<file path="src/rtl/ism_pkg.sv">
// Shared types and constants for the interval sort and merge block.
// No dependencies; used by the interfaces and every module.
`default_nettype none

package ism_pkg;

   localparam int MAX_RANGES = 32;
   localparam int POS_WIDTH  = 32;

   typedef logic [POS_WIDTH-1:0] pos_type;

   // One slot of the sorted chain.
   typedef struct packed {
      logic    valid;
      pos_type start_pos;
      pos_type end_pos;
   } cell_type;

   // Per-cycle command broadcast to every cell.
   typedef struct packed {
      logic insert;   // place the broadcast range in sorted order
      logic shift;    // move contents one slot toward the head
   } cell_ctl_type;

   // Status from the merge unit back to the sequencer.
   typedef struct packed {
      logic advance;  // head slot consumed this cycle
      logic done;     // final merged range loaded into the response register
   } merge_stat_type;

   typedef enum logic [1:0] {
      PH_COLLECT = 2'b01,
      PH_MERGE   = 2'b10
   } phase_type;

endpackage

`default_nettype wire

</file>
<file path="src/rtl/ism_cell.sv">
// One slot of the sorted insertion chain.
// Depends on ism_pkg.
`default_nettype none

module ism_cell import ism_pkg::*; (
   input  wire logic         clock,
   input  wire logic         reset,
   input  wire cell_ctl_type ctl,
   input  wire pos_type      item_start,
   input  wire pos_type      item_end,
   input  wire cell_type     left,
   input  wire logic         left_takes,
   input  wire cell_type     right,
   output      cell_type     held,
   output      logic         takes
);

   cell_type slot_ff, slot_in;

   // Empty slots count as +infinity; equal starts stay ahead of the new one.
   assign takes = !slot_ff.valid || (slot_ff.start_pos > item_start);

   always_comb begin
      slot_in = slot_ff;
      if (ctl.shift) begin
         slot_in = right;
      end else if (ctl.insert && takes) begin
         if (left_takes) begin
            slot_in = left;
         end else begin
            slot_in.valid     = 1'b1;
            slot_in.start_pos = item_start;
            slot_in.end_pos   = item_end;
         end
      end
   end

   always_ff @(posedge clock) begin
      slot_ff.start_pos <= slot_in.start_pos;
      slot_ff.end_pos   <= slot_in.end_pos;
      if (reset) begin
         slot_ff.valid <= 1'b0;
      end else begin
         slot_ff.valid <= slot_in.valid;
      end
   end

   assign held = slot_ff;

endmodule

`default_nettype wire

</file>
<file path="config.mk">
export PLATFORM = sky130hd
export DESIGN_NAME = ism_cell
export DESIGN_NICKNAME = d
export VERILOG_FILES = /design/src/rtl/ism_pkg.sv /design/src/rtl/ism_cell.sv
export SDC_FILE = /design/constraint.sdc
export NUM_CORES = 1
export LEC_CHECK = 0
export BUFFER_PORTS_ARGS = -buffer_cell sky130_fd_sc_hd__buf_2
export CAP_MARGIN = 15
export CORE_ASPECT_RATIO = 0.6
export CORE_MARGIN = 5
export CORE_UTILIZATION = 39
export DETAILED_ROUTE_END_ITERATION = 6
export PLACE_DENSITY = 0.78
export SLEW_MARGIN = 20
export SYNTH_ARGS = -nofsm -noshare
export SYNTH_HDL_FRONTEND = slang
export SYNTH_SLANG_ARGS = --single-unit
</file>
<file path="constraint.sdc">
create_clock -name clock -period 3 [get_ports clock]
set_input_delay 0.3 -clock clock [delete_from_list [all_inputs] [get_ports clock]]
set_output_delay 0.3 -clock clock [all_outputs]
set_load 0.02 [all_outputs]
</file>
==> flow_summary.toml, run 1 <==
[synthesis]
netlist_instances = 398
yosysUniqueCellTypes = 31
yosysTopAreaCellShare_pct = 46.7
ys_warn_count = 0
synth_edf_count = 64
synth.cell_area_um2 = 4120
netlist_top_cells_count = "70 x nand2_1, 69 x o21ai_0, 64 x edfxtp_1, 64 x mux2i_1, 35 x inv_1"
avgSynthCellArea_um2 = 10.3
yosys_register_bits = 65
ys_top_cells_by_area = "edfxtp_1 47%, mux2i_1 16%, ha_1 9.7%"
synthArstFlopShare_pct = 0
synth_nets = 629
yosysMostFrequentCell = "nand2_1"
synth_flop_cell = "edfxtp_1"
seq_area_frac_synth_pct = 47.2
synth_largest_area_cell = "edfxtp_1"

[place]
dp_cells = 784
place_worst_setup_slack_ns = 0.217
place.gp.congestion = 0.819
numPortBuffers = 264
dpl.hpwl_mm = 10.1

[power_and_ir_drop]
clkPwrFrac_pct = 31.5
ir_drop_mv = 0.301
p_sw_w = 0.000771
finalPower_w = 0.00273
pwr-share-seq_pct = 42.6
power_leakage_nw = 3.00
intPower_w = 0.00196
power_density_nw_per_um2 = 468
combPwrFrac_pct = 25.9
switching_share_pct = 28.2

[clock_network]
clk_pin_slew_ns = 0.05
cts.repair.resized = 0
cts_tree = "yes"
clockBufferDepth = 2
cts_sinks = 65
cts_hold_buf = 0
h-tree-depth = 3
postCtsSetupBuffers = 0
root_buffer = "clkbuf_16"
cts_buffers = 9
clock_latency_ns = 0.32

[layout]
layout.nets = 887
area_growth_pct = 41.9
insertedDiodeCount = 0
largest_register_ffs = 65
stdcell_count = 798
drive_above_1_share_pct = 43.2

[setup_path]
cp_slowest_cell = "edfxtp_1"
cp_max_fo = 3
cp.required_ns = 2.70
max_stage_delay_ns = 0.41
cp_cell_sequence = "ha_1 > nand4_1 > nor4_2 > a21boi_2 > o31ai_2 > a41oi_2 > buf_2"
path_buf_inv = 1
path_delay_family = "compound AO/OA/AOI/OAI gates"
worstSetupPathType = "flop to output port"
endpoint_kind = "output port"
start_kind = "flop"
cp.arrival_ns = 2.46

[sta]
max_slew_margin_pct = 43.9
hold_viol = 0
skew_ns = 0.00626
worstMarginPinSlew_ns = 0.842
fmax_mhz = 362
period_needed_ns = 2.76
rsz0062_at_grt = "no"
slew_violations = 0
period_share_pct = 92.1
totalNegativeSetupSlack_ns = 0
timing.hold.ws_ns = 0.156
setup_violations = 0
worst_slack_ns = 0.237

[drt]
dr.first_iter.drc_count = 163
routed_wl_mm = 12.3
vias_per_cell = 4.85
drc = 0
firstDrtPassIters = 4
vias = 3872
wl_per_cell_um = 15.4
antenna_left = 0

[worst_hold_path]
min_path_type = "input pin to flop"

[flow_run]
cap_violations = 0

[floorplan]
core_um2 = 10500
ios = 265
die_y_um = 89.6
fp-row-count = 29
die_area_um2 = 12800
die_w_um = 143
initial_core_util_pct = 39.4

[status]
outcome = "completed"

[global_routing]
overflow = 0
grt_pass1_vias = 3812
grt_max_degree = 101
grt_use_total_pct = 18.3
antenna_found_initial = 0
grt_pass1_wl_mm = 18.4
[metrics by stage]
step	util [%]	area, um^2
finish	55.9	5840
global route	55.9	5840
CTS	55.8	5830
detailed placement	53.5	5590
global placement	53.5	5590
floorplan	-	4120
[power groups by stage]
stage               logic [W]  registers [W]  clock network [W]
detailed placement   0.000710        0.00118                  0
floorplan            0.000269        0.00130                  0
finish               0.000708        0.00116           0.000860
global route         0.000782        0.00117           0.000941
CTS                  0.000714        0.00116           0.000891
global placement     0.000693        0.00117                  0
[per-layer routing]
| metal | up-vias | GRT usage [%] | routed length (um) |
|---|---|---|---|
| met1 | 1750 | 22.1 | 4900 |
| met5 | - | 0 | 0 |
| met2 | 154 | 31.8 | 6060 |
| met3 | 14 | 6.67 | 1210 |
| li1 | 1954 | - | - |
| met4 | 0 | 4.57 | 149 |
[worst register-to-register path, delay by kind of cell (launching register included)]
kind	cells	cell delay, ns
flip-flops	1	0.41
buffers and inverters	1	0.25
AND/OR/NAND/NOR	2	0.56
AO/OA/AOI/OAI	4	0.79
adder cells (fa/ha/maj)	1	0.35
[area by class of cell]
cell class / instances / area, um^2
Clock buffer: 12 / 236
Clock inverter: 2 / 7.51
Fill cell: 935 / 4610
Inverter: 35 / 131
Multi-Input combinational cell: 277 / 1970
Sequential cell: 65 / 1940
Tap cell: 139 / 174
Timing Repair Buffer: 268 / 1380
[layout by cell type (no fill, tap or decap), types with 2 or more instances in the layout]
master	netlist	final
nand4_1	6	6
edfxtp_1	64	64
ha_1	32	32
clkbuf_16	0	9
nand2_1	70	70
buf_4	0	4
a211oi_1	3	3
nand3_1	3	3
clkbuf_1	15	3
and4_1	3	3
mux2i_1	64	64
buf_12	0	2
nor4_2	1	2
a21o_1	2	2
buf_2	6	262
clkinv_1	0	2
nor2_1	3	3
a21oi_1	7	7
inv_1	35	35
o21ai_0	69	69
[kinds of logic after synthesis]
| family | share of synthesized area, % |
|---|---|
| AOI/OAI and AO/OA | 12.9 |
| adders and majority gates | 9.73 |
| DFF | 47.2 |
| and+or+nand+nor | 9.30 |
| muxes | 15.6 |
| buffers and inverters | 5.29 |
[worst paths after layout]
kind | start | endpoint | slack [ns] | depth (start not counted)
hold / removal | reset | held[64] | 0.16 | 2
setup reg to reg | held[46] | held[12] | 0.31 | 8
setup / recovery | held[46] | takes | 0.24 | 7
hold reg to reg | held[64] | held[64] | 0.70 | 2
(Power assumes the default switching activity.)
==> inputs of run 2 (changes only) <==
--- a/config.mk
+++ b/config.mk
@@ -5,13 +5,14 @@
 export SDC_FILE = /design/constraint.sdc
 export NUM_CORES = 1
 export LEC_CHECK = 0
+export ABC_AREA = 1
 export BUFFER_PORTS_ARGS = -buffer_cell sky130_fd_sc_hd__buf_2
 export CAP_MARGIN = 15
 export CORE_ASPECT_RATIO = 0.6
 export CORE_MARGIN = 5
 export CORE_UTILIZATION = 39
 export DETAILED_ROUTE_END_ITERATION = 6
-export PLACE_DENSITY = 0.78
+export PLACE_DENSITY = 0.77
 export SLEW_MARGIN = 20
 export SYNTH_ARGS = -nofsm -noshare
 export SYNTH_HDL_FRONTEND = slang
==> run 2 against run 1 <==
Against the previous run: flip-flop and latch count stayed put; critical path type is now flop to flop; die area rose by 1.4%; critical path depth increased by 5; maximum frequency grew 12%; synthesized cell count is 19% higher; largest cell class is now registers; non-clock buffer count is 2 higher.
==> flow_summary.toml, run 2 <==
[status]
outcome = "completed"

[place]
place.gp.congestion = 0.907
dpl.hpwl_mm = 10.7
numPortBuffers = 264

[clock_network]
cts_hold_buf = 0
cts.repair.resized = 0
clock_latency_ns = 0.32
h-tree-depth = 3
cts_tree = "yes"
root_buffer = "clkbuf_16"
clockBufferDepth = 2
postCtsSetupBuffers = 0
cts_buffers = 9
clk_pin_slew_ns = 0.06
cts_sinks = 65

[layout]
area_growth_pct = 40.6
final-seq-area_um2 = 1940
fill_cells = 980
layout_common_cells = "264 x buf_2, 103 x nand2_1, 80 x a21oi_1"
final_common_cell = "buf_2"
multiInputGateArea_um2 = 1920
layout.nets = 959
largest_register_ffs = 65
drive_above_1_share_pct = 39.6
insertedDiodeCount = 0

[sta]
max_slew_margin_pct = 55.2
skew_ns = 0.00736
worstMarginPinSlew_ns = 0.672
period_share_pct = 82.3
fmax_mhz = 405
slew_violations = 0
rsz0062_at_grt = "no"
period_needed_ns = 2.47
timing.hold.ws_ns = 0.239
hold_viol = 0
setup_violations = 0
totalNegativeSetupSlack_ns = 0

[synthesis]
synth_nets = 706
synth_edf_count = 64
ys_top_cells_by_area = "edfxtp_1 46%, a21oi_1 9.6%, ha_1 9.6%"
netlist_top_cells_count = "103 x nand2_1, 80 x a21oi_1, 64 x edfxtp_1"
synth_flop_cell = "edfxtp_1"
synth_simple_gate_area_share_pct = 14.5
synth_fa_ha_area_share_pct = 9.58
yosysUniqueCellTypes = 21
seq_area_frac_synth_pct = 46.5
synthMuxAreaShare_pct = 0
synth.cell_area_um2 = 4180
yosys_register_bits = 65
yosysTopAreaCellShare_pct = 46.0
synthArstFlopShare_pct = 0
synth_compound_area_share_pct = 21.7
netlist_instances = 475
yosysMostFrequentCell = "nand2_1"
synth_largest_area_cell = "edfxtp_1"
synth_top_family_by_area = "compound AO/OA/AOI/OAI gates"
avgSynthCellArea_um2 = 8.80
ys_warn_count = 0
synth-xor-area-share_pct = 0

[setup_path]
cp_slowest_cell = "buf_4"
max_stage_delay_ns = 0.43
worstSetupPathType = "flop to flop"
reg2reg_slack_ns = 0.53
path_delay_family = "simple AND/OR/NAND/NOR gates"
start_kind = "flop"
path_buf_inv = 1
cp_cell_sequence = "ha_1 > nand2_1 > nor2_1 > nand2_1 > nor2_1 > nand2_1 > nand2_1 > nand2_1 > nand2_2 > nand2_2 > nand2_2 > buf_4"
cp_common_cell = "nand2_1"
cp.required_ns = 2.96
cp_max_fo = 37
endpoint_kind = "flop"
cp.arrival_ns = 2.42

[drt]
routed_wl_mm = 13.5
dr.first_iter.drc_count = 225
wl_per_cell_um = 15.5
vias = 4360
firstDrtPassIters = 4
antenna_left = 0
vias_per_cell = 5.00
drc = 0

[floorplan]
die_w_um = 144
ios = 265
core_um2 = 10500
die_area_um2 = 13000
die_y_um = 90.2
initial_core_util_pct = 39.7
fp-row-count = 29

[power_and_ir_drop]
ir_drop_mv = 0.270
power_density_nw_per_um2 = 488
power_leakage_nw = 2.90

[global_routing]
grt_use_total_pct = 20.1
grt_pass1_vias = 4351
grt_max_degree = 96
overflow = 0
grt_pass1_wl_mm = 20.9
antenna_found_initial = 0

[worst_hold_path]
min_path_type = "input pin to flop"

[flow_run]
cap_violations = 0
==> run 2: worst paths after layout <==
check	start	end	cells after the start
hold / removal	reset	held[64]	4
setup / recovery	held[59]	held[9]	12
hold reg to reg	held[64]	held[64]	2
setup reg to reg	held[59]	held[9]	12
==> run 2: worst reg2reg max path: cells and delay by family (launching register included) <==
family | cells | cell delay, ns
fa+ha+maj | 1 | 0.31
buf+inv | 1 | 0.43
flops | 1 | 0.40
simple gates | 10 | 0.94
==> run 2: through the flow <==
| step | worst slack [ns] | instances | instance area [um^2] | util [%] | power [W] |
|---|---|---|---|---|---|
| after global routing | 0.330 | 872 | 5880 | 55.9 | 0.00303 |
| after detailed placement | 0.533 | 856 | 5590 | 53.1 | 0.00189 |
| after CTS | 0.524 | 872 | 5880 | 55.9 | 0.00291 |
| final | 0.532 | 872 | 5880 | 55.9 | 0.00287 |
| after global placement | 0.604 | 856 | 5590 | 53.1 | 0.00187 |
| after floorplan | 0.273 | 475 | 4180 | - | 0.00159 |
==> run 2: cell type report <==
cell class,count,share of cell area (%)
tap,139,2.96
multi-input combinational,338,32.6
timing repair buffer,270,23.5
sequential,65,33.0
inverter,44,3.04
clock buffer,10,3.90
clock inverter,6,1.00
==> run 2: cell families after synthesis <==
family / Yosys count
simple gates: 158
fa+ha+maj: 32
flops: 65
buf+inv: 72
compound gates: 148
==> run 2: power by group <==
part / switching [W] / internal (W)
logic: 0.000428 / 0.000291
registers: 0.0000385 / 0.00112
clock network: 0.000362 / 0.000636
total: 0.000828 / 0.00204
==> run 2: metal layers <==
metal	global-route usage, %	part of all wire, %	wire length (um)
met1	24.1	41	5520
met5	0	0	0
met2	34.9	49	6580
met4	5.88	1.2	159
met3	6.04	9.4	1270
