<file path="src/rtl/ism_pkg.sv">
// Shared types and constants for the interval sort and merge block.
// No dependencies; used by the interfaces and every module.
`default_nettype none

package ism_pkg;

   localparam int MAX_RANGES = 32;
   localparam int POS_WIDTH  = 32;

   typedef logic [POS_WIDTH-1:0] pos_type;

   // One slot of the sorted chain.
   typedef struct packed {
      logic    valid;
      pos_type start_pos;
      pos_type end_pos;
   } cell_type;

   // Per-cycle command broadcast to every cell.
   typedef struct packed {
      logic insert;   // place the broadcast range in sorted order
      logic shift;    // move contents one slot toward the head
   } cell_ctl_type;

   // Status from the merge unit back to the sequencer.
   typedef struct packed {
      logic advance;  // head slot consumed this cycle
      logic done;     // final merged range loaded into the response register
   } merge_stat_type;

   typedef enum logic [1:0] {
      PH_COLLECT = 2'b01,
      PH_MERGE   = 2'b10
   } phase_type;

endpackage

`default_nettype wire

</file>
<file path="src/rtl/ism_rsp_if.sv">
// Response channel: one merged range per response, valid/ready handshake.
// Depends on ism_pkg.
`default_nettype none

interface ism_rsp_if import ism_pkg::*; ();
   logic    valid;
   logic    ready;
   pos_type merged_start;
   pos_type merged_end;
   logic    last_out;
   logic    dropped;

   modport source (output valid, output merged_start, output merged_end,
                   output last_out, output dropped, input ready);
   modport sink   (input valid, input merged_start, input merged_end,
                   input last_out, input dropped, output ready);
endinterface

`default_nettype wire

</file>
<file path="src/rtl/ism_merge.sv">
// Merge unit: folds sorted ranges from the chain head, drives the response register.
// Depends on ism_pkg and ism_rsp_if.
`default_nettype none

module ism_merge import ism_pkg::*; (
   input  wire logic     clock,
   input  wire logic     reset,
   input  wire logic     active,
   input  wire cell_type head,
   input  wire logic     overflow,
   output merge_stat_type stat,
   ism_rsp_if.source     rsp
);

   logic    have_ff, have_in;
   pos_type run_start_ff, run_start_in;
   pos_type run_end_ff, run_end_in;
   logic    out_valid_ff, out_valid_in;
   pos_type out_start_ff, out_start_in;
   pos_type out_end_ff, out_end_in;
   logic    out_last_ff, out_last_in;
   logic    out_drop_ff, out_drop_in;
   logic    adv;

   assign adv = active && (!out_valid_ff || rsp.ready);

   always_comb begin
      have_in      = have_ff;
      run_start_in = run_start_ff;
      run_end_in   = run_end_ff;
      out_valid_in = out_valid_ff && !rsp.ready;
      out_start_in = out_start_ff;
      out_end_in   = out_end_ff;
      out_last_in  = out_last_ff;
      out_drop_in  = out_drop_ff;
      if (adv) begin
         if (head.valid) begin
            if (!have_ff) begin
               have_in      = 1'b1;
               run_start_in = head.start_pos;
               run_end_in   = head.end_pos;
            end else if (run_end_ff >= head.start_pos) begin
               if (head.end_pos > run_end_ff) begin
                  run_end_in = head.end_pos;
               end
            end else begin
               out_valid_in = 1'b1;
               out_start_in = run_start_ff;
               out_end_in   = run_end_ff;
               out_last_in  = 1'b0;
               out_drop_in  = overflow;
               run_start_in = head.start_pos;
               run_end_in   = head.end_pos;
            end
         end else begin
            // chain drained: flush the open run as the final result
            out_valid_in = 1'b1;
            out_start_in = run_start_ff;
            out_end_in   = run_end_ff;
            out_last_in  = 1'b1;
            out_drop_in  = overflow;
            have_in      = 1'b0;
         end
      end
   end

   always_ff @(posedge clock) begin
      run_start_ff <= run_start_in;
      run_end_ff   <= run_end_in;
      out_start_ff <= out_start_in;
      out_end_ff   <= out_end_in;
      out_last_ff  <= out_last_in;
      out_drop_ff  <= out_drop_in;
      if (reset) begin
         have_ff      <= 1'b0;
         out_valid_ff <= 1'b0;
      end else begin
         have_ff      <= have_in;
         out_valid_ff <= out_valid_in;
      end
   end

   assign stat.advance = adv && head.valid;
   assign stat.done    = adv && !head.valid;

   assign rsp.valid        = out_valid_ff;
   assign rsp.merged_start = out_start_ff;
   assign rsp.merged_end   = out_end_ff;
   assign rsp.last_out     = out_last_ff;
   assign rsp.dropped      = out_drop_ff;

endmodule

`default_nettype wire

</file>
<file path="src/flat_wrapper.sv">
// flat-port wrapper written by rule: the top's interface ports become plain ports
module ism_merge_flat import ism_pkg::*;
  (clock, reset, active, head, overflow, stat, rsp_valid, rsp_merged_start, rsp_merged_end, rsp_last_out, rsp_dropped, rsp_ready);
  ism_rsp_if rsp_i ();
  input  wire logic clock;
  input  wire logic reset;
  input  wire logic active;
  input  wire cell_type head;
  input  wire logic overflow;
  output merge_stat_type stat;
  output wire logic [$bits(rsp_i.valid)-1:0] rsp_valid;
  output wire logic [$bits(rsp_i.merged_start)-1:0] rsp_merged_start;
  output wire logic [$bits(rsp_i.merged_end)-1:0] rsp_merged_end;
  output wire logic [$bits(rsp_i.last_out)-1:0] rsp_last_out;
  output wire logic [$bits(rsp_i.dropped)-1:0] rsp_dropped;
  input wire logic [$bits(rsp_i.ready)-1:0] rsp_ready;
  assign rsp_valid = rsp_i.valid;
  assign rsp_merged_start = rsp_i.merged_start;
  assign rsp_merged_end = rsp_i.merged_end;
  assign rsp_last_out = rsp_i.last_out;
  assign rsp_dropped = rsp_i.dropped;
  assign rsp_i.ready = rsp_ready;
  ism_merge u_core (.clock(clock), .reset(reset), .active(active), .head(head), .overflow(overflow), .stat(stat), .rsp(rsp_i));
endmodule
</file>
<file path="config.mk">
export PLATFORM = sky130hd
export DESIGN_NAME = ism_merge_flat
export DESIGN_NICKNAME = d
export VERILOG_FILES = /design/src/rtl/ism_pkg.sv /design/src/rtl/ism_rsp_if.sv /design/src/rtl/ism_merge.sv /design/src/flat_wrapper.sv
export SDC_FILE = /design/constraint.sdc
export NUM_CORES = 1
export LEC_CHECK = 0
export BUFFER_PORTS_ARGS = -buffer_cell sky130_fd_sc_hd__buf_2
export CAP_MARGIN = 20
export CELL_PAD_IN_SITES_DETAIL_PLACEMENT = 1
export CELL_PAD_IN_SITES_GLOBAL_PLACEMENT = 1
export CORE_MARGIN = 8
export CORE_UTILIZATION = 45
export CTS_CLUSTER_SIZE = 8
export DETAILED_ROUTE_END_ITERATION = 7
export GPL_TIMING_DRIVEN = 0
export PLACE_DENSITY = 0.94
export SYNTH_ARGS = -nofsm -noshare
export SYNTH_HDL_FRONTEND = slang
export SYNTH_SLANG_ARGS = --single-unit
</file>
<file path="constraint.sdc">
create_clock -name clock -period 17.6 [get_ports clock]
set_clock_uncertainty 0.1 [all_clocks]
set_input_delay 1.76 -clock clock [delete_from_list [all_inputs] [get_ports clock]]
set_output_delay 1.76 -clock clock [all_outputs]
set_load 0.05 [all_outputs]
</file>
==> flow_metrics.tcl, run 1 <==
set metrics [dict create \
    status "completed" \
    finalInstanceArea_um2 7365 \
    power.density_nw_per_um2 118.7 \
    utilization_pct 59.08 \
    grt_pass1_vias 4324 \
    synthCells 369 \
    drive_gt1_share_pct 34.01 \
    combPwrFrac_pct 12.7 \
    top_level_ports 139 \
    hold_path_class "reg2reg" \
    synthXorXnorAreaFrac_pct 0 \
    critical_path_arrival_ns 4.91 \
    placedCellCount 684 \
    vias 3664 \
    cts_tree "built" \
    die_w_um 128.3 \
    drv_cap 0 \
    r2r_cells 9 \
    num-nets-final 665 \
    ys_ff_latch 132 \
    syn_area_per_cell_um2 15.39 \
    cts_sinks 132 \
    first_iter_violations 149 \
    rsz0062_at_grt "false" \
    antenna_found_initial 0 \
    diodes 0 \
    synth_area_um2 5678 \
    io_buffers 138 \
    start_util_pct 45.55 \
    cp-end-kind "flop" \
    synth_top_family_by_area "adder cells" \
    switching_power_mw 0.2187 \
    leakage_nw 3.214 \
    synthAdderAreaFrac_pct 14.10 \
    muxShareOfSynthArea_pct 0 \
    worst_slack_ns 12.71 \
    grt_usage_pct 18.95 \
    final_cells 716 \
    synth_cell_type_count 36 \
    max_freq_mhz 204.3 \
    finalSetupTns_ns 0 \
    pwr-share-clk_pct 44.2 \
    cts_resized 0 \
    ir_worst_vdd_mv 0.05549 \
    synthSimpleGateAreaFrac_pct 4.958 \
    timing_worst_setup_path_type "in2reg" \
    critPathRequiredTime_ns 17.61 \
    final_common_cell "buf_2" \
    worst_slew_pin_slew_ns 0.8988 \
    synth-compound-area-share_pct 7.118 \
    clockRootBuffer "clkbuf_16" \
    holdCritStartpoint "u_core.run_start_ff[18]$_DFFE_PP_" \
    cts_hold_buf 0 \
    drtPass1Iterations 4 \
    seqPwrFrac_pct 43.2 \
    r2r-start "u_core.run_end_ff[6]$_DFFE_PP_" \
    totalWireLength_um 14960 \
    syn2layout_area_growth_pct 29.70 \
    cts_setup_buffers 0 \
    drc 0 \
    critPathLaunchType "primary input" \
    cts.path.max_buffers 2 \
    switching_share_pct 25.02 \
    max_slew_margin_pct 40.08 \
    clock_latency_ns 0.41 \
    hold_viol 0 \
    wl_per_cell_um 20.89 \
    dp_hpwl_um 11660 \
    hold_depth 0 \
    grt_max_degree 30 \
    synth_nets 503 \
    cts_buffers 17 \
    die_area_um2 16470 \
    yosysWarnings 0 \
    cp_max_fo 17 \
    setup_viol 0 \
    place_ws_ns 12.21 \
    die_h_um 128.3 \
    r2r_slack_ns 13.73 \
    grt_first_pass_wirelength_um 23210 \
    rows 41 \
    final_antenna_net_count 0 \
    core_area_um2 12470 \
    via_per_inst 5.117 \
    timing.rr.end "u_core.run_end_ff[9]$_DFFE_PP_" \
    fin_crit_sh_pct 27.81 \
    min_to "u_core.rsp.merged_start[18]$_DFFE_PP_" \
    nFillCells 1229 \
    placed_area_um2 6710 \
    h-tree-depth 4 \
    gp_congestion 0.7690 \
    final_max_slew_viol_count 0 \
    internal-power_mw 0.6554 \
    yosysSeqAreaShare_pct 69.46 \
    finalCriticalPeriod_ns 4.895 \
    grt_overflow_total 0 \
    clkTransAtPathRegs_ns 0.06 \
    layout_common_cells "buf_2, edfxtp_1, inv_1, ha_1, a21oi_1" \
]
[worst max-delay path, cell delays in order]
cell       delay [ns]
buf_2            0.09
inv_1            0.04
ha_1             0.31
and3_1           0.19
o211ai_1         0.25
a31oi_1          0.18
o311a_2          0.45
a2111oi_4        0.83
buf_8            0.24
o21bai_4         0.30
buf_16           0.24
[cell usage after synthesis, drive strengths merged]
cell type  number  share of area (%)
o21a            1               0.13
o211ai          3               0.40
a221o           1               0.18
nor3            1              0.088
and4            3               0.51
nor2b           2               0.22
a21o            4               0.53
edfxtp        130                 69
a221oi          3               0.57
nand2          11               0.73
and2            1               0.11
o21ai           8               0.77
nand3           9               0.79
a31oi           2               0.22
dfxtp           2               0.71
a2111oi         3                1.1
o311a           1               0.20
and3            1               0.11
o21bai          2               0.26
nand3b          1               0.13
o22ai           2               0.22
a21boi          1               0.13
nor4            2               0.22
a211oi          3               0.40
nor2            9               0.59
nand2b          3               0.46
o31ai           3               0.40
a21oi          18                1.6
inv            66                4.4
ha             64                 14
nand4           9               0.99
[registers in the layout (all words and copies together), names as in the netlist]
signal,flops
u_core.have_ff,1
u_core.rsp.dropped,1
u_core.rsp.last_out,1
u_core.rsp.merged_end,32
u_core.rsp.merged_start,32
u_core.rsp.valid,1
u_core.run_end_ff,32
u_core.run_start_ff,32
[worst max path at each step]
stage             start                                     to  cells after the start
6_report       head[38]         u_core.run_end_ff[9]$_DFFE_PP_                     11
3_3_place_gp   head[57]  u_core.rsp.merged_start[16]$_DFFE_PP_                      9
2_1_floorplan  head[57]           u_core.rsp.dropped$_DFFE_PP_                      8
5_1_grt        head[38]        u_core.run_end_ff[19]$_DFFE_PP_                     11
4_1_cts        head[38]        u_core.run_end_ff[11]$_DFFE_PP_                     11
3_5_place_dp   head[57]        u_core.run_end_ff[14]$_DFFE_PP_                     11
[power by group through the flow]
stage	Clock (mW)	Combinational [mW]	Sequential, mW
after global placement	0	0.0975	0.384
after CTS	0.394	0.112	0.378
after detailed placement	0	0.110	0.384
after floorplan	0	0.0384	0.413
after global routing	0.405	0.120	0.379
final	0.386	0.111	0.377
[cell families (layout without fill, tap and decap cells)]
group                      Yosys count  after routing
adders and majority gates           64             64
AOI/OAI and AO/OA                   55             55
and+or+nand+nor                     52             52
DFF                                132            132
buffers and inverters               66            241
[stage by stage]
step	power (mW)	hold WS [ns]
finish	0.8742	0.3166
global route	0.9039	0.3242
CTS	0.8839	0.3190
detailed placement	0.4938	0.3061
global placement	0.4819	0.3007
floorplan	0.4515	0.3003
[layout make-up]
type | count | area [µm²] | area share [%]
Sequential cell | 132 | 3944 | 53.55
Clock inverter | 15 | 229.0 | 3.109
Clock buffer | 17 | 425.4 | 5.776
Multi-Input combinational cell | 171 | 1511 | 20.52
Tap cell | 172 | 215.2 | 2.922
Timing Repair Buffer | 143 | 792.0 | 10.75
Inverter | 66 | 247.7 | 3.364
[metal layers]
metal,wire (µm),global-route usage [%],part of all wire (%)
met5,0,0,0
met2,8323,35.62,56
met3,809,5.337,5.4
met1,5466,18.83,37
met4,355,8.881,2.4
Note: power is estimated with default switching activity, not from simulation.
==> run 2: changes to the inputs <==
--- a/config.mk
+++ b/config.mk
@@ -10,11 +10,11 @@
 export CELL_PAD_IN_SITES_DETAIL_PLACEMENT = 1
 export CELL_PAD_IN_SITES_GLOBAL_PLACEMENT = 1
 export CORE_MARGIN = 8
-export CORE_UTILIZATION = 45
+export CORE_UTILIZATION = 43
 export CTS_CLUSTER_SIZE = 8
 export DETAILED_ROUTE_END_ITERATION = 7
 export GPL_TIMING_DRIVEN = 0
-export PLACE_DENSITY = 0.94
+export PLACE_DENSITY = 0.91
 export SYNTH_ARGS = -nofsm -noshare
 export SYNTH_HDL_FRONTEND = slang
 export SYNTH_SLANG_ARGS = --single-unit
==> constraint.sdc (replaced) <==
create_clock -name clock -period 4.6 [get_ports clock]
set_clock_uncertainty 0.1 [all_clocks]
set_input_delay 0.46 -clock clock [delete_from_list [all_inputs] [get_ports clock]]
set_output_delay 0.46 -clock clock [all_outputs]
set_load 0.05 [all_outputs]
==> run 2 against run 1 <==
Against the previous run: largest cell class unchanged; cell count is 0.28% higher; first-iteration DRC count is 21% lower; critical path type is now reg2reg; global-route usage is 1.6 points lower; utilization is 4.0 points lower; worst hold slack worse by 0.18 ns; sequential power grew to 3.8 times the previous value; register-to-register slack worse by 13 ns.
==> flow_metrics.tcl, run 2 (synthesis results as in run 1) <==
set metrics [dict create \
    status "completed" \
    final_max_slew_viol_count 0 \
    die_h_um 130.9 \
    drv_cap 0 \
    via_per_inst 5.000 \
    critPathLaunchType "flop" \
    clock_latency_ns 0.41 \
    seqPwrFrac_pct 48.2 \
    cts_setup_buffers 0 \
    finalInstanceArea_um2 7201 \
    hold_path_class "in2reg" \
    placed_area_um2 6719 \
    cp_cell_sequence "inv_1 > ha_1 > nand2b_4 > a2111oi_4 > o31ai_1 > o311a_2 > a2111oi_4 > buf_8 > o21bai_4 > buf_16" \
    r2r_cells 10 \
    switching_power_mw 0.7811 \
    grt_first_pass_wirelength_um 21570 \
    cp_max_fo 20 \
    final_common_cell "buf_2" \
    cp_common_cell "a2111oi_4" \
    critPathRequiredTime_ns 4.61 \
    worst_slew_pin_slew_ns 0.8380 \
    syn2layout_area_growth_pct 26.82 \
    drive_gt1_share_pct 32.47 \
    ir_worst_vdd_mv 0.2255 \
    internal-power_mw 2.209 \
    crit_buf_inv 3 \
    top_level_ports 139 \
    combPwrFrac_pct 14.1 \
    pwr-share-clk_pct 37.7 \
    num-nets-final 665 \
    leakage_nw 3.151 \
    max_slew_margin_pct 44.13 \
    clockRootBuffer "clkbuf_16" \
    gp_congestion 0.7531 \
    critical_path_arrival_ns 3.78 \
    vias 3590 \
    drc 0 \
    power.density_nw_per_um2 415.3 \
    clkTransAtPathRegs_ns 0.06 \
    die_w_um 130.9 \
    timing_worst_setup_path_type "reg2reg" \
    cts_buffers 17 \
    totalWireLength_um 14380 \
    grt_overflow_total 0 \
    h-tree-depth 4 \
    cts_hold_buf 0 \
    cts_tree "built" \
    max_stage_delay_ns 0.79 \
    grt_use_met1_pct 18.68 \
    hold_viol 0 \
    rsz0062_at_grt "false" \
    top_usage_layer "met2" \
    grtUsageMet3_pct 4.951 \
    wl_per_cell_um 20.03 \
    drtPass1Iterations 4 \
    dp_hpwl_um 11490 \
    grt_pass1_vias 4088 \
    use_met2_pct 30.71 \
    setup_viol 0 \
    hold_depth 1 \
    crit_path_top_delay_cell "a2111oi_4" \
    rows 42 \
    finalPower_mw 2.990 \
    switching_share_pct 26.12 \
    grt_usage_pct 17.36 \
    nFillCells 1329 \
    finalCriticalPeriod_ns 3.763 \
    max_freq_mhz 265.7 \
    io_buffers 138 \
    r2r_slack_ns 0.84 \
    whs_ns 0.1317 \
    final_antenna_net_count 0 \
    fin_crit_sh_pct 81.81 \
    antenna_found_initial 0 \
    cts.path.max_buffers 2 \
    worst_path_dominant_cell_family "compound AO/OA/AOI/OAI gates" \
    cp-end-kind "flop" \
    start_util_pct 43.39 \
    grt_max_degree 26 \
    core_area_um2 13090 \
    cp.depth 10 \
    first_iter_violations 118 \
    cts_resized 0 \
    layout_common_cells "buf_2, edfxtp_1, inv_1, ha_1, a21oi_1" \
    diodes 0 \
    die_area_um2 17140 \
    cts_sinks 132 \
]
run 2: changes by cell type in the layout (fill, tap and decap cells not counted):
cell / change
buf_6: -1
buf_8: +1
bufinv_16: -5
clkbuf_1: +4
clkinv_1: +3
clkinv_2: +5
clkinv_4: -2
clkinvlp_4: -4
inv_6: -3
run 2: worst paths after layout:
kind,startpoint,endpoint
worst min register to register,u_core.run_start_ff[21]$_DFFE_PP_,u_core.rsp.merged_start[21]$_DFFE_PP_
worst max-delay path,u_core.run_end_ff[0]$_DFFE_PP_,u_core.run_end_ff[11]$_DFFE_PP_
worst max register to register,u_core.run_end_ff[0]$_DFFE_PP_,u_core.run_end_ff[11]$_DFFE_PP_
worst min-delay path,overflow,u_core.rsp.dropped$_DFFE_PP_
run 2: power groups by stage:
stage / clock [mW] / combinational [mW] / sequential [mW]
final: 1.13 / 0.421 / 1.44
after global routing: 1.20 / 0.457 / 1.45
after CTS: 1.15 / 0.428 / 1.44
after detailed placement: 0 / 0.423 / 1.47
after global placement: 0 / 0.378 / 1.47
after floorplan: 0 / 0.148 / 1.58
run 2: stage by stage:
stage | TNS (ns) | utilization [%] | cells | worst slack, ns
detailed placement | 0 | 51.35 | 688 | 0.6743
global placement | -72.47 | 50.40 | 683 | -1.162
global route | 0 | 55.03 | 718 | 0.6796
floorplan | 0 | - | 369 | 0.1182
finish | 0 | 55.03 | 718 | 0.8367
CTS | 0 | 55.03 | 718 | 0.8027
run 2: final cells by class:
cell class	count	area (µm²)	share of cell area (%)
Timing Repair Buffer	143	795.8	11.05
Multi-Input combinational cell	171	1511	20.99
Clock inverter	9	41.29	0.5734
Sequential cell	132	3944	54.77
Clock buffer	21	440.4	6.116
Inverter	66	247.7	3.440
Tap cell	176	220.2	3.058
run 2: layer usage:
layer | vias to the layer above | wire length (µm)
met5 | - | 0
met3 | 29 | 766
met1 | 1742 | 5646
met4 | 0 | 425
met2 | 112 | 7545
li1 | 1707 | -
==> run 3: changes to the inputs <==
--- a/config.mk
+++ b/config.mk
@@ -5,6 +5,7 @@
 export SDC_FILE = /design/constraint.sdc
 export NUM_CORES = 1
 export LEC_CHECK = 0
+export ABC_AREA = 1
 export BUFFER_PORTS_ARGS = -buffer_cell sky130_fd_sc_hd__buf_2
 export CAP_MARGIN = 20
 export CELL_PAD_IN_SITES_DETAIL_PLACEMENT = 1
@@ -14,7 +15,7 @@
 export CTS_CLUSTER_SIZE = 8
 export DETAILED_ROUTE_END_ITERATION = 7
 export GPL_TIMING_DRIVEN = 0
-export PLACE_DENSITY = 0.91
+export PLACE_DENSITY = 0.92
 export SYNTH_ARGS = -nofsm -noshare
 export SYNTH_HDL_FRONTEND = slang
 export SYNTH_SLANG_ARGS = --single-unit
==> constraint.sdc (replaced) <==
create_clock -name clock -period 3.7 [get_ports clock]
set_clock_uncertainty 0.1 [all_clocks]
set_input_delay 0.37 -clock clock [delete_from_list [all_inputs] [get_ports clock]]
set_output_delay 0.37 -clock clock [all_outputs]
set_load 0.05 [all_outputs]
==> run 3 against run 2 <==
Against the previous run: worst hold slack lost 0.093 ns; clock power grew 43%; area after synthesis grew 1.5%; via count increased by 6.6%; fmax up 25%; sequential share of layout area fell by 0.78 points; register-to-register slack worse by 0.16 ns; sequential power up 26%; setup slack lost 0.16 ns; count of clock-buffer cells in the layout decreased by 3; critical path type unchanged; largest cell class unchanged.
==> flow_metrics.tcl, run 3 <==
set metrics [dict create \
    rsz0062_at_grt "false" \
    holdCritStartpoint "head[60]" \
    cts_hold_buf 0 \
    synthCells 423 \
    grt_usage_pct 18.02 \
    worst_path_dominant_cell_family "simple AND/OR/NAND/NOR gates" \
    fin_crit_sh_pct 81.59 \
    cp_common_cell "nand2_1" \
    synthFlopType "edfxtp_1" \
    cp_cell_sequence "ha_1 > nand2_1 > nor2_1 > nand2_1 > a21oi_1 > nor2_2 > nand2_1 > nand2_1 > nand2_2 > nand2_1 > buf_16" \
    synth_most_common_cell "edfxtp_1" \
    crit_start "u_core.run_end_ff[23]$_DFFE_PP_" \
    grt_use_met1_pct 17.82 \
    leakage_nw 3.309 \
    clockRootBuffer "clkbuf_16" \
    synth_commonest_cells "edfxtp_1, inv_1, ha_1, nand2_1, a21oi_1" \
    worst_slew_pin_slew_ns 0.9059 \
    muxShareOfSynthArea_pct 0 \
    setup_viol 0 \
    clkTransAtPathRegs_ns 0.06 \
    cp-end-kind "flop" \
    drtPass1Iterations 6 \
    r2r-start "u_core.run_end_ff[23]$_DFFE_PP_" \
    cts_resized 0 \
    grt_overflow_total 0 \
    r2r_cells 11 \
    nFillCells 1382 \
    top_level_ports 139 \
    critical_path_arrival_ns 3.09 \
    ys_ff_latch 132 \
    max_stage_delay_ns 0.50 \
    critPathRequiredTime_ns 3.77 \
    top_usage_layer "met2" \
    dp_hpwl_um 11270 \
    synthAdderAreaFrac_pct 13.90 \
    synth_top_family_by_area "adder cells" \
    critPathLaunchType "flop" \
    power.density_nw_per_um2 545.8 \
    synth_nets 557 \
    grt_first_pass_wirelength_um 24050 \
    timing_worst_setup_path_type "reg2reg" \
    yosysTopAreaCellShare_pct 67.75 \
    die_w_um 131.8 \
    hold_path_class "in2reg" \
    place_ws_ns 0.6782 \
    syn_area_per_cell_um2 13.62 \
    start_util_pct 43.68 \
    io_buffers 138 \
    drc 0 \
    cts_tree "built" \
    synth_area_leaders "edfxtp_1, ha_1, inv_1" \
    synth_area_um2 5762 \
    grt_pass1_vias 4437 \
    grt_max_degree 67 \
    synthArstFlopShare_pct 0 \
    grtUsageMet3_pct 5.069 \
    wl_per_cell_um 19.64 \
    final_antenna_net_count 0 \
    whs_ns 0.03900 \
    cts_sinks 132 \
    hold_depth 1 \
    yosysSeqAreaShare_pct 68.45 \
    final_common_cell "buf_2" \
    final_max_slew_viol_count 0 \
    cts_buffers 17 \
    layout_common_cells "buf_2, edfxtp_1, inv_1, ha_1, nand2_1" \
    crit_buf_inv 1 \
    finalCriticalPeriod_ns 3.019 \
    hold_viol 0 \
    crit_path_top_delay_cell "nand2_1" \
    finalSetupTns_ns 0 \
    antenna_found_initial 1 \
    via_per_inst 4.957 \
    register_area_um2 3944 \
    cts.path.max_buffers 2 \
    die_area_um2 17360 \
    cts_setup_buffers 0 \
    synthXorXnorAreaFrac_pct 0 \
    cp_max_fo 17 \
    drv_cap 0 \
    die_h_um 131.8 \
    synth_edf_count 130 \
    min_to "u_core.run_start_ff[28]$_DFFE_PP_" \
    worst_slack_ns 0.6810 \
    gp_congestion 0.7598 \
    ir_worst_vdd_mv 0.3023 \
    finalInstanceArea_um2 7305 \
    drive_gt1_share_pct 31.26 \
    core_area_um2 13190 \
    timing.rr.end "u_core.run_end_ff[4]$_DFFE_PP_" \
    status "completed" \
    h-tree-depth 4 \
    totalWireLength_um 15160 \
    clock_latency_ns 0.42 \
    r2r_slack_ns 0.68 \
    max_freq_mhz 331.2 \
    use_met2_pct 33.60 \
    rows 42 \
    syn2layout_area_growth_pct 26.78 \
    yosysTopAreaCell "edfxtp_1" \
    first_iter_violations 212 \
    multi_input_area_um2 1506 \
    num-nets-final 716 \
    max_slew_margin_pct 39.56 \
    synth_cell_type_count 26 \
    synth-compound-area-share_pct 4.017 \
    vias 3827 \
    placed_area_um2 6735 \
    synthSimpleGateAreaFrac_pct 8.100 \
    yosysWarnings 0 \
]
==> run 3: changes by cell type after synthesis, sizes merged, moves of 3 or more <==
cell,previous run,this run
a2111oi,3,0
a221oi,3,0
o31ai,3,0
a21oi,18,30
nand3,9,4
nand2,11,65
inv,66,85
and4,3,0
nor2,9,19
a21o,4,0
nand2b,3,0
==> run 3: layout make-up <==
class | instances | share of cell area (%)
Clock buffer | 18 | 5.875
Inverter | 85 | 4.368
Clock inverter | 14 | 1.884
Tap cell | 176 | 3.015
Timing Repair Buffer | 140 | 10.21
Antenna cell | 1 | 0.03426
Multi-Input combinational cell | 206 | 20.62
Sequential cell | 132 | 53.99
==> run 3: report_power, final <==
group,switching [mW],internal (mW)
registers,0.0424,1.76
clock network,0.637,0.984
logic,0.401,0.158
total,1.08,2.91
==> run 3: routing by layer <==
layer	part of all wire [%]	wire, µm	vias to the layer above
met5	0	0	-
met4	3.4	508	0
met3	5.0	753	37
met2	55	8297	118
met1	37	5604	1881
li1	-	-	1791
==> run 3: how the worst max path moves through the flow <==
stage                                                      to  slack [ns]  cells past startpoint
after floorplan                  u_core.rsp.dropped$_DFFE_PP_        0.18                      5
after global placement    u_core.rsp.merged_end[12]$_DFFE_PP_       -0.47                     14
after detailed placement       u_core.run_end_ff[4]$_DFFE_PP_        0.68                     10
after CTS                      u_core.run_end_ff[4]$_DFFE_PP_        0.70                     11
after global routing           u_core.run_end_ff[4]$_DFFE_PP_        0.51                     11
final                          u_core.run_end_ff[4]$_DFFE_PP_        0.68                     11
==> run 3: cells by family (layout without fill, tap and decap cells) <==
| group | after synthesis | count (layout) |
|---|---|---|
| fa+ha+maj | 64 | 64 |
| other cells | 0 | 1 |
| compound gates | 43 | 43 |
| buf+inv | 85 | 257 |
| simple gates | 99 | 99 |
| flops | 132 | 132 |
==> run 3: through the flow <==
stage,util (%),power [mW],std cells
after global placement,50.59,2.339,737
after global routing,55.38,4.127,772
final,55.38,3.987,772
after floorplan,-,2.190,423
after CTS,55.36,4.022,771
after detailed placement,51.06,2.390,739
